==> config.mk <==
export PLATFORM = sky130hd
export DESIGN_NAME = nbcw_fifo
export DESIGN_NICKNAME = d
export VERILOG_FILES = /design/src/hw/rtl/nbcw_pkg.sv /design/src/hw/rtl/nbcw_fifo.sv
export SDC_FILE = /design/constraint.sdc
export NUM_CORES = 1
export LEC_CHECK = 0
export BUFFER_PORTS_ARGS = -buffer_cell sky130_fd_sc_hd__buf_4
export CORE_ASPECT_RATIO = 1.2
export CORE_MARGIN = 2
export CORE_UTILIZATION = 64
export CTS_BUF_LIST = sky130_fd_sc_hd__clkbuf_4
export CTS_CLUSTER_DIAMETER = 100
export CTS_CLUSTER_SIZE = 10
export DETAILED_ROUTE_END_ITERATION = 8
export HOLD_SLACK_MARGIN = 0.12
export PLACE_DENSITY = 0.88
export SKIP_LAST_GASP = 1
export SLEW_MARGIN = 30
export SYNTH_ARGS = -nofsm -noshare
export SYNTH_HDL_FRONTEND = slang
export SYNTH_SLANG_ARGS = --single-unit
==> constraint.sdc <==
create_clock -name clk -period 3.09 [get_ports clk]
set_input_delay 0.7725 -clock clk [delete_from_list [all_inputs] [get_ports clk]]
set_output_delay 0.7725 -clock clk [all_outputs]
set_load 0.03 [all_outputs]
==> src/hw/rtl/nbcw_pkg.sv <==
// Package for the nibble blitter colour-table writer.
// Holds codes, channel payload types and the front-to-back queue entry.
// No dependencies.
`timescale 1ns / 1ps
`default_nettype none

package nbcw_pkg;

	localparam int NBCW_ROM_BYTES   = 1048576;
	localparam int NBCW_BANK_BYTES  = 131072;
	localparam int NBCW_QUEUE_DEPTH = 4;

	typedef enum logic [1:0] {
		CMD_REG  = 2'd0,
		CMD_CLUT = 2'd1,
		CMD_GFX  = 2'd2,
		CMD_NOP  = 2'd3
	} nbcw_cmd_t;

	localparam logic [3:0] REG_SRC_LO = 4'd0;
	localparam logic [3:0] REG_SRC_HI = 4'd1;
	localparam logic [3:0] REG_DST_X  = 4'd2;
	localparam logic [3:0] REG_DST_Y  = 4'd3;
	localparam logic [3:0] REG_SIZE_X = 4'd4;
	localparam logic [3:0] REG_SIZE_Y = 4'd5;
	localparam logic [3:0] REG_DIR    = 4'd6;
	localparam logic [3:0] REG_TABLE  = 4'd8;
	localparam logic [3:0] REG_SCROLL = 4'd9;
	localparam logic [3:0] REG_LAYER  = 4'd10;
	localparam logic [3:0] REG_BANK   = 4'd11;

	localparam logic [7:0] COLOR_CLEAR = 8'hff;

	typedef struct packed {
		logic [1:0] cmd;
		logic [3:0] reg_addr;
		logic [7:0] data;
	} nbcw_in_t;

	typedef struct packed {
		logic        write_valid;
		logic        layer;
		logic [16:0] vram_address;
		logic [7:0]  pixel_color;
		logic [20:0] rom_address;
		logic        last;
		logic        blit_done;
		logic        status;
	} nbcw_out_t;

	// mask bits: 0 layer0/col1, 1 layer0/col2, 2 layer1/col1, 3 layer1/col2
	typedef struct packed {
		logic [3:0]  mask;
		logic [7:0]  dy1;
		logic [7:0]  dy2;
		logic [8:0]  dx1;
		logic [7:0]  c1;
		logic [7:0]  c2;
		logic [20:0] rom;
		logic        done;
		logic        status;
	} nbcw_entry_t;

endpackage

`default_nettype wire

==> src/hw/rtl/nbcw_fifo.sv <==
// Short flip-flop queue between the front and back ends.
// Depends on nbcw_pkg for the entry type.
`timescale 1ns / 1ps
`default_nettype none

module nbcw_fifo
	import nbcw_pkg::*;
#(
	parameter int DEPTH = NBCW_QUEUE_DEPTH
) (
	input  wire logic        clk,
	input  wire logic        arst_n,
	input  wire logic        push_valid,
	output      logic        push_ready,
	input  wire nbcw_entry_t push_data,
	output      logic        pop_valid,
	input  wire logic        pop_ready,
	output      nbcw_entry_t pop_data
);

	localparam int PTR_W = (DEPTH > 1) ? $clog2(DEPTH) : 1;
	localparam int CNT_W = $clog2(DEPTH + 1);

	nbcw_entry_t      slots_q [DEPTH];
	logic [PTR_W-1:0] wr_ptr_q, rd_ptr_q;
	logic [CNT_W-1:0] count_q;
	logic             do_push, do_pop;

	assign push_ready = (count_q != CNT_W'(DEPTH));
	assign pop_valid  = (count_q != '0);
	assign pop_data   = slots_q[rd_ptr_q];
	assign do_push    = push_valid && push_ready;
	assign do_pop     = pop_valid && pop_ready;

	always_ff @(posedge clk) begin
		if (do_push)
			slots_q[wr_ptr_q] <= push_data;
	end

	always_ff @(posedge clk or negedge arst_n) begin
		if (!arst_n) begin
			wr_ptr_q <= '0;
			rd_ptr_q <= '0;
			count_q  <= '0;
		end else begin
			if (do_push)
				wr_ptr_q <= (wr_ptr_q == PTR_W'(DEPTH - 1)) ? '0 : wr_ptr_q + PTR_W'(1);
			if (do_pop)
				rd_ptr_q <= (rd_ptr_q == PTR_W'(DEPTH - 1)) ? '0 : rd_ptr_q + PTR_W'(1);
			if (do_push && !do_pop)
				count_q <= count_q + CNT_W'(1);
			else if (do_pop && !do_push)
				count_q <= count_q - CNT_W'(1);
		end
	end

	assert property (@(posedge clk) disable iff (!arst_n)
		count_q <= CNT_W'(DEPTH))
		else $error("queue over capacity");

	assert property (@(posedge clk) disable iff (!arst_n)
		(do_push && !do_pop) |=> (count_q == $past(count_q) + CNT_W'(1)))
		else $error("queue lost a push");

endmodule

`default_nettype wire

==> flow_metrics.py <==
metrics = {
    "clocking": {
        "cts_sinks": 279,
        "cts_max_level": 1,
        "clk_pin_slew_ps": 120,
        "cts_buffers": 31,
        "clock_latency_ps": 660,
        "clockRootBuffer": "clkbuf_4",
        "cts_buffer_depth": 3,
        "cts_tree": "built",
        "postCtsResizedCells": 0,
    },
    "route": {
        "dr.pass1.iters": 4,
        "initialDrtViolationCount": 408,
        "wl_per_cell_um": 23.0,
        "routed_via_density": 5.85,
        "detail-route-antenna-nets": 0,
        "drcViolationCount": 0,
        "routed_wl_um": 18500,
        "vias": 4695,
    },
    "logic_synthesis": {
        "avgSynthCellArea_sq_um": 26.1,
        "synthAdderAreaFrac_pct": 0.930,
        "synth-seq-cells": 279,
        "synth_fp_nets": 471,
        "syn_area_sq_um": 10200,
        "synth_compound_area_share_pct": 0,
        "ys.flop_type": "edfxtp_1",
        "synth_top_cells_by_count": "edfxtp_1, mux4_2, buf_2",
        "yosys-top-cells-area": "edfxtp_1, mux4_2, dfrtp_1",
        "synth.most_common_cell": "edfxtp_1",
        "async_flop_share_pct": 2.51,
        "yosys.area_share.simple_pct": 0.710,
        "synth_xor_area_share_pct": 0.257,
        "synth_top_area_cell": "edfxtp_1",
        "synth_top_family_by_area": "multiplexers",
        "synth_edf_count": 272,
        "yosysUniqueCellTypes": 19,
        "synth-warning-count": 0,
        "synth-seq-area-share_pct": 81.6,
        "synthMuxAreaShare_pct": 15.6,
        "synthCells": 392,
        "netlist.area_leader.share_pct": 79.9,
    },
    "placement": {
        "dpl_cell_area_sq_um": 11700,
        "port_buffers": 141,
        "place_congestion": 0.743,
        "hpwl_um": 11800,
    },
    "worst_setup_path": {
        "setup.worst_path.end": "pop_data[40]",
        "cp-startpoint": "rd_ptr_q[1]",
        "worstPathMaxFanout": 30,
        "start_kind": "register",
        "cp.arrival_ps": 2200,
        "r2r_start": "count_q[0]",
        "r2r_cells": 8,
        "required_ps": 2320,
        "critPathKind": "reg -> out",
        "reg2reg_to": "count_q[2]",
        "regToRegSetupSlack_ps": 810,
        "end_kind": "output port",
    },
    "finish": {
        "drive_above_1_share_pct": 50.3,
        "design_area_sq_um": 12200,
        "seqCellArea_sq_um": 8350,
        "nets": 649,
        "area_growth_pct": 18.9,
        "fill_cells": 809,
        "multi_input_area_sq_um": 1800,
    },
    "sta": {
        "hold_violations": 0,
        "rsz0062_at_grt": "false",
        "setup_viol": 0,
        "worst_clock_skew_ps": 19.0,
        "slew_viol_final": 0,
        "worst_pin_slew_ps": 602,
        "fin_tns_setup_ps": 0,
        "slew_headroom_pct": 59.8,
        "holdWs_ps": 304,
        "timing.final.crit_share_pct": 96.2,
        "fmax_mhz": 336,
        "fin_crit_ps": 2970,
    },
    "power_and_ir_drop": {
        "leakagePower_nw": 4.21,
        "peakVddDrop_mv": 0.613,
        "power_density_nw_per_um2": 988,
        "power_w": 0.0120,
    },
    "global_routing": {
        "track_usage_pct": 22.4,
        "grt_overflow": 0,
        "grt_pass1_vias": 5077,
        "grt_pass1_wl_um": 28300,
        "antenna_found_initial": 1,
        "grt_max_degree": 41,
    },
    "floorplan": {
        "num_rows": 50,
        "die_h_um": 142,
        "die_x_um": 119,
        "num_io_pins": 142,
        "initial_core_util_pct": 65.3,
        "dieArea_sq_um": 17000,
        "coreArea_sq_um": 15600,
    },
    "status": {
        "status": "finished clean",
    },
    "hold_path": {
        "min_path_type": "in -> reg",
    },
    "flow_run": {
        "max-cap-violations": 0,
    },
}
==> worst max-delay path, stage by stage (launching register included) <==
cell and delay, ps:
dfrtp_4 700, buf_12 260, mux4_2 370, buf_4 190
==> per-layer routing <==
metal,up-vias,GRT usage (%),share of wire [%]
li1,2051,-,-
met1,2434,28.6,37
met2,177,39.9,54
met3,33,3.93,6.3
met4,0,7.18,2.6
met5,-,0,0
==> per-stage QoR <==
step           setup WS, ps  cells  util [%]
2_1_floorplan           870    392         -
3_3_place_gp            483    739      74.5
3_5_place_dp            471    739      74.5
4_1_cts                80.7    802      77.7
5_1_grt                4.13    803      77.7
6_report                118    803      77.7
==> repair_timing <==
action / 4_1_cts / 5_1_grt
endpoints found under the hold margin: 7 / 0
hold buffers: 1 / 0
setup buffers: 5 / 0
setup endpoints to repair: 53 / 0
==> kinds of logic after synthesis <==
group         after synthesis
xor+xnor                    3
buf+inv                    19
simple gates               11
flops                     279
mux                        73
fa+ha+maj                   7
==> registers in the layout, summed over array words and instances, names as in the netlist <==
name      count
slots_q     272
wr_ptr_q      2
rd_ptr_q      2
count_q       3
==> layout by cell type, fill, tap and decap left out, drive strengths merged <==
cell / n
nand2: 1
or3: 1
fa: 1
or3b: 1
inv: 3
ha: 6
xor2: 2
dfrtp: 7
edfxtp: 272
and3: 4
clkbuf: 57
diode: 1
and2: 1
xnor2: 1
mux4: 68
nor2: 3
mux2: 5
dlygate4sd3: 1
buf: 160
==> how the worst min path moves through the flow <==
| stage | from | to | slack, ps | cells past startpoint |
|---|---|---|---|---|
| 2_1_floorplan | count_q[2] | count_q[2] | 450 | 1 |
| 3_3_place_gp | count_q[2] | count_q[2] | 470 | 1 |
| 3_5_place_dp | count_q[2] | count_q[2] | 470 | 1 |
| 4_1_cts | push_data[12] | slots_q[0][12] | 260 | 1 |
| 5_1_grt | push_data[51] | slots_q[3][51] | 260 | 1 |
| 6_report | push_data[12] | slots_q[0][12] | 300 | 1 |
==> cell type report <==
cell class,count,area share [%]
Sequential cell,279,68.7
Multi-Input combinational cell,94,14.8
Timing Repair Buffer,161,10.6
Clock buffer,57,3.52
Tap cell,208,2.14
Inverter,3,0.0927
Antenna cell,1,0.0206
==> report_power, final <==
group | switching, W | internal, W
Combinational | 0.00274 | 0.00208
Clock | 0.00108 | 0.000815
Sequential | 0.000296 | 0.00500
Note: power is estimated with default switching activity, not from simulation.
