==> src/hw/rtl/nbcw_pkg.sv <==
// Package for the nibble blitter colour-table writer.
// Holds codes, channel payload types and the front-to-back queue entry.
// No dependencies.
`timescale 1ns / 1ps
`default_nettype none

package nbcw_pkg;

	localparam int NBCW_ROM_BYTES   = 1048576;
	localparam int NBCW_BANK_BYTES  = 131072;
	localparam int NBCW_QUEUE_DEPTH = 4;

	typedef enum logic [1:0] {
		CMD_REG  = 2'd0,
		CMD_CLUT = 2'd1,
		CMD_GFX  = 2'd2,
		CMD_NOP  = 2'd3
	} nbcw_cmd_t;

	localparam logic [3:0] REG_SRC_LO = 4'd0;
	localparam logic [3:0] REG_SRC_HI = 4'd1;
	localparam logic [3:0] REG_DST_X  = 4'd2;
	localparam logic [3:0] REG_DST_Y  = 4'd3;
	localparam logic [3:0] REG_SIZE_X = 4'd4;
	localparam logic [3:0] REG_SIZE_Y = 4'd5;
	localparam logic [3:0] REG_DIR    = 4'd6;
	localparam logic [3:0] REG_TABLE  = 4'd8;
	localparam logic [3:0] REG_SCROLL = 4'd9;
	localparam logic [3:0] REG_LAYER  = 4'd10;
	localparam logic [3:0] REG_BANK   = 4'd11;

	localparam logic [7:0] COLOR_CLEAR = 8'hff;

	typedef struct packed {
		logic [1:0] cmd;
		logic [3:0] reg_addr;
		logic [7:0] data;
	} nbcw_in_t;

	typedef struct packed {
		logic        write_valid;
		logic        layer;
		logic [16:0] vram_address;
		logic [7:0]  pixel_color;
		logic [20:0] rom_address;
		logic        last;
		logic        blit_done;
		logic        status;
	} nbcw_out_t;

	// mask bits: 0 layer0/col1, 1 layer0/col2, 2 layer1/col1, 3 layer1/col2
	typedef struct packed {
		logic [3:0]  mask;
		logic [7:0]  dy1;
		logic [7:0]  dy2;
		logic [8:0]  dx1;
		logic [7:0]  c1;
		logic [7:0]  c2;
		logic [20:0] rom;
		logic        done;
		logic        status;
	} nbcw_entry_t;

endpackage

`default_nettype wire

==> src/hw/rtl/nbcw_stream_if.sv <==
// Valid/ready stream interface with a typed payload.
// Generic; payload type comes from nbcw_pkg at the instance.
`timescale 1ns / 1ps
`default_nettype none

interface nbcw_stream_if #(
	parameter type T = logic
) ();
	logic valid;
	logic ready;
	T     payload;

	modport source (output valid, output payload, input ready);
	modport sink   (input valid, input payload, output ready);
endinterface

`default_nettype wire

==> src/hw/rtl/nbcw_back.sv <==
// Back end: expands one queue entry into 1-4 results through an output register.
// Depends on nbcw_pkg and nbcw_stream_if.
`timescale 1ns / 1ps
`default_nettype none

module nbcw_back
	import nbcw_pkg::*;
(
	input  wire logic        clk,
	input  wire logic        arst_n,
	input  wire logic        pop_valid,
	output      logic        pop_ready,
	input  wire nbcw_entry_t pop_data,
	nbcw_stream_if.source    res_ch
);

	nbcw_entry_t cur_q;
	logic        cur_valid_q;
	logic [3:0]  mask_q;
	logic        out_valid_q;
	nbcw_out_t   out_q;

	logic        adv, is_last;
	logic [1:0]  idx;
	logic [3:0]  rest;
	nbcw_out_t   res;

	assign res_ch.valid   = out_valid_q;
	assign res_ch.payload = out_q;

	assign adv       = !out_valid_q || res_ch.ready;
	assign pop_ready = adv && (!cur_valid_q || is_last);

	always_comb begin
		if (mask_q[0])
			idx = 2'd0;
		else if (mask_q[1])
			idx = 2'd1;
		else if (mask_q[2])
			idx = 2'd2;
		else
			idx = 2'd3;
		rest    = mask_q & ~(4'b0001 << idx);
		is_last = (rest == 4'b0000);

		res.write_valid = (mask_q != 4'b0000);
		res.layer       = idx[1];
		res.vram_address = {idx[1] ? cur_q.dy2 : cur_q.dy1,
		                    idx[0] ? {cur_q.dx1[8:1], ~cur_q.dx1[0]} : cur_q.dx1};
		res.pixel_color = idx[0] ? cur_q.c2 : cur_q.c1;
		if (!res.write_valid) begin
			res.layer        = 1'b0;
			res.vram_address = '0;
			res.pixel_color  = '0;
		end
		res.rom_address = cur_q.rom;
		res.last        = is_last;
		res.blit_done   = cur_q.done;
		res.status      = cur_q.status;
	end

	always_ff @(posedge clk) begin
		if (adv && cur_valid_q)
			out_q <= res;
		if (pop_ready && pop_valid)
			cur_q <= pop_data;
	end

	always_ff @(posedge clk or negedge arst_n) begin
		if (!arst_n) begin
			cur_valid_q <= 1'b0;
			mask_q      <= '0;
			out_valid_q <= 1'b0;
		end else if (adv) begin
			out_valid_q <= cur_valid_q;
			if (pop_ready && pop_valid) begin
				cur_valid_q <= 1'b1;
				mask_q      <= pop_data.mask;
			end else if (pop_ready) begin
				cur_valid_q <= 1'b0;
			end else begin
				mask_q <= rest;
			end
		end
	end

	assert property (@(posedge clk) disable iff (!arst_n)
		(out_valid_q && out_q.status) |-> (out_q.last && !out_q.write_valid))
		else $error("idle-byte result malformed");

	assert property (@(posedge clk) disable iff (!arst_n)
		(out_valid_q && !out_q.write_valid) |-> out_q.last)
		else $error("non-write result not marked last");

endmodule

`default_nettype wire

==> src/flat_wrapper.sv <==
// flat-port wrapper written by rule: the top's interface ports become plain ports
module nbcw_back_flat import nbcw_pkg::*;
  (clk, arst_n, pop_valid, pop_ready, pop_data, res_ch_valid, res_ch_payload, res_ch_ready);
  nbcw_stream_if res_ch_i ();
  input  wire logic clk;
  input  wire logic arst_n;
  input  wire logic pop_valid;
  output      logic pop_ready;
  input  wire nbcw_entry_t pop_data;
  output wire logic [$bits(res_ch_i.valid)-1:0] res_ch_valid;
  output wire logic [$bits(res_ch_i.payload)-1:0] res_ch_payload;
  input wire logic [$bits(res_ch_i.ready)-1:0] res_ch_ready;
  assign res_ch_valid = res_ch_i.valid;
  assign res_ch_payload = res_ch_i.payload;
  assign res_ch_i.ready = res_ch_ready;
  nbcw_back u_core (.clk(clk), .arst_n(arst_n), .pop_valid(pop_valid), .pop_ready(pop_ready), .pop_data(pop_data), .res_ch(res_ch_i));
endmodule
==> config.mk <==
export PLATFORM = sky130hd
export DESIGN_NAME = nbcw_back_flat
export DESIGN_NICKNAME = d
export VERILOG_FILES = /design/src/hw/rtl/nbcw_pkg.sv /design/src/hw/rtl/nbcw_stream_if.sv /design/src/hw/rtl/nbcw_back.sv /design/src/flat_wrapper.sv
export SDC_FILE = /design/constraint.sdc
export NUM_CORES = 1
export LEC_CHECK = 0
export BUFFER_PORTS_ARGS = -buffer_cell sky130_fd_sc_hd__buf_4
export CAP_MARGIN = 10
export CORE_MARGIN = 5
export CORE_UTILIZATION = 23
export CTS_CLUSTER_DIAMETER = 80
export DETAILED_ROUTE_END_ITERATION = 6
export PLACE_DENSITY = 0.85
export REMOVE_ABC_BUFFERS = 1
export SKIP_LAST_GASP = 1
export SLEW_MARGIN = 20
export SYNTH_ARGS = -nofsm -noshare
export SYNTH_HDL_FRONTEND = slang
export SYNTH_SLANG_ARGS = --single-unit
==> constraint.sdc <==
create_clock -name clk -period 1.9 [get_ports clk]
set_input_delay 0.285 -clock clk [delete_from_list [all_inputs] [get_ports clk]]
set_output_delay 0.285 -clock clk [all_outputs]
set_load 0.02 [all_outputs]
==> flow_summary.ini <==
[finish]
drive_above_1_share_pct = 37.8
n_antenna_cell = 0
fill_cells = 152
multiInputGateArea_sq_um = 150
regArea_sq_um = 210
final_nets = 119
syn2layout_area_growth_pct = 37.5

[power_and_ir_drop]
total_power_uw = 751
powerDensity_nw_per_um2 = 1520
leakage_nw = 0.213
peakVddDrop_mv = 0.645

[floorplanning]
rows = 14
core_area_sq_um = 1490
io_pins = 75
die_y_microns = 49.6
initial_utilization_pct = 24.2
floorplan.die_area_sq_um = 2460
dieWidth_microns = 49.6

[detailed_routing]
route.detailed.drc = 0
viasPerCell = 4.59
routedWlPerCell_microns = 12.6
vias = 280
drt_first_pass_iters = 4
drt_iter0_markers = 3
routed_wl_microns = 770
detail-route-antenna-nets = 0

[critical_path]
cp.arrival_ns = 1.39
max_stage_delay_ns = 0.40
reg2reg_from = u_core.mask_q[1]
crit_chain = a211oi_1, nor3b_2, nor2_1, buf_4
cp_slowest_cell = dfrtp_1
critical_path.max_fanout = 6
r2r_end = u_core.mask_q[3]
start_kind = register
startpoint = u_core.mask_q[2]
critPathKind = register to output port
r2r_cells = 4
crit_required_ns = 1.62
ff2ff_setup_slack_ns = 0.39
crit_end = pop_ready
cp-end-kind = output port

[cts]
clkSinkCount = 8
cts_made_buffers = 3
clkTransAtPathRegs_ns = 0.05
cts_setup_buffers = 0
cts.path.max_buffers = 2
clk_latency_ns = 0.25
cts_root_buffer = clkbuf_4
cts_tree = yes
h-tree-depth = 1

[place]
port_buffers = 11
gp_congestion = 0.771
dp_hpwl_microns = 595

[global_routing]
grt_pass1_vias = 294
grt_usage_pct = 7.70
grt_pass1_wl_mm = 1.33
antenna_found_initial = 0
overflow = 0
grt_max_degree = 7

[sta]
timing.fmax_mhz = 598
slew_violations = 0
tns_ns = 0
hold_viol = 0
tightest_slew_ns = 0.372
period_minus_slack_ns = 1.67
finalCritPeriodShare_pct = 88.0
setup_viol = 0
relSlewSlack_pct = 75.1
rsz0062_at_grt = no
clock_skew_ns = 0.00383

[yosys]
yosys-top-cells-area = dfrtp_1, edfxtp_1, a211oi_1
synth_edf_count = 2
yosys.area.top_type = dfrtp_1
ys_seq_area_share_pct = 58.3
yosysMostFrequentCell = dfrtp_1
synth.avg_cell_area_sq_um = 12.0
async_flop_share_pct = 75.0
synth.distinct_cells = 18
yosysWarnings = 0
synthesis.area_sq_um = 360
synth_top_area_share_pct = 41.7
synth-main-ff-cell = dfrtp_1
syn_inst = 30
ys_ff_latch = 8
ys_top_cells_by_count = dfrtp_1, nand2_1

[outcome]
status = complete, no violations

[hold_path]
min_path_type = input port to register

[flow_run]
cap_violations = 0
## cells by family (layout without fill, tap and decap cells)
| family | Yosys count | count (layout) | share of synthesized area (%) |
|---|---|---|---|
| flip-flops | 8 | 8 | 58.3 |
| AND/OR/NAND/NOR | 13 | 13 | 21.9 |
| AO/OA/AOI/OAI | 8 | 8 | 16.7 |
| buffers and inverters | 0 | 15 | 0 |
| multiplexers | 1 | 1 | 3.12 |
## power breakdown
| group | switching [mW] | total [mW] | internal, mW |
|---|---|---|---|
| clock | 0.0569 | 0.129 | 0.0722 |
| sequential | 0.0672 | 0.322 | 0.254 |
| combinational | 0.149 | 0.300 | 0.151 |
| total | 0.274 | 0.751 | 0.477 |
## routing by layer
layer,GRT usage (%),routed length (microns),vias up
met2,9.75,325,12
met4,3.93,8,0
met5,0,0,-
li1,-,-,142
met3,6.33,81,2
met1,8.96,355,124
## through the flow
step | hold slack (ns) | std cells | util (%) | setup WS [ns] | cell area [sq um]
finish | 0.212 | 61 | 33.3 | 0.228 | 495
global route | 0.192 | 61 | 33.3 | 0.0996 | 495
CTS | 0.208 | 61 | 33.3 | 0.220 | 495
detailed placement | 0.0970 | 57 | 31.1 | 0.386 | 463
global placement | 0.0946 | 57 | 31.1 | 0.425 | 463
floorplan | -0.0106 | 30 | - | 0.494 | 360
## area by class of cell
class	instances	share of cell area, %
repair buffers	12	18.7
multi-input cells	22	30.3
well taps	16	4.04
flip-flops and latches	8	42.4
clock buffers	3	4.55
## worst min-delay path by stage
stage                               end  depth (start not counted)        start  slack [ns]
detailed placement  u_core.res_ch.valid                          1       arst_n         0.1
floorplan            u_core.cur_valid_q                          0       arst_n       -0.01
global placement    u_core.res_ch.valid                          1       arst_n        0.09
global route            u_core.cur_q[0]                          1  pop_data[0]        0.19
finish                  u_core.cur_q[0]                          1  pop_data[0]        0.21
CTS                     u_core.cur_q[0]                          1  pop_data[0]        0.21
## timing repair
item / CTS / global route
gates resized for setup: 0 / 0
endpoints found under the hold margin: 6 / 0
hold buffers: 1 / 0
## state kept, by name, summed over array words and instances (netlist names)
name                   cells
u_core.mask_q              4
u_core.cur_q               1
u_core.cur_valid_q         1
u_core.res_ch.payload      1
u_core.res_ch.valid        1
## cells in the final DEF, fill, tap and decap left out
| cell type | n |
|---|---|
| nand3b_1 | 1 |
| nand2b_1 | 2 |
| and2_1 | 1 |
| nor2_2 | 1 |
| dlygate4sd3_1 | 1 |
| dfrtp_1 | 6 |
| nand2_1 | 3 |
| a31oi_1 | 1 |
| a22o_1 | 1 |
| nor3b_2 | 1 |
| o211ai_1 | 2 |
| o21ai_0 | 1 |
| a221o_1 | 1 |
| clkbuf_4 | 3 |
| nor2_1 | 1 |
| nor2b_1 | 2 |
| a211oi_1 | 2 |
| and3_1 | 1 |
| edfxtp_1 | 2 |
| buf_4 | 11 |
| mux2_2 | 1 |
## worst max-delay path: cells and delay by family (launching register included)
| family | cells | cell delay (ns) |
|---|---|---|
| AND/OR/NAND/NOR | 2 | 0.46 |
| flip-flops | 1 | 0.40 |
| buffers and inverters | 1 | 0.17 |
| AO/OA/AOI/OAI | 1 | 0.10 |
Power figures use the tool's default switching activity.
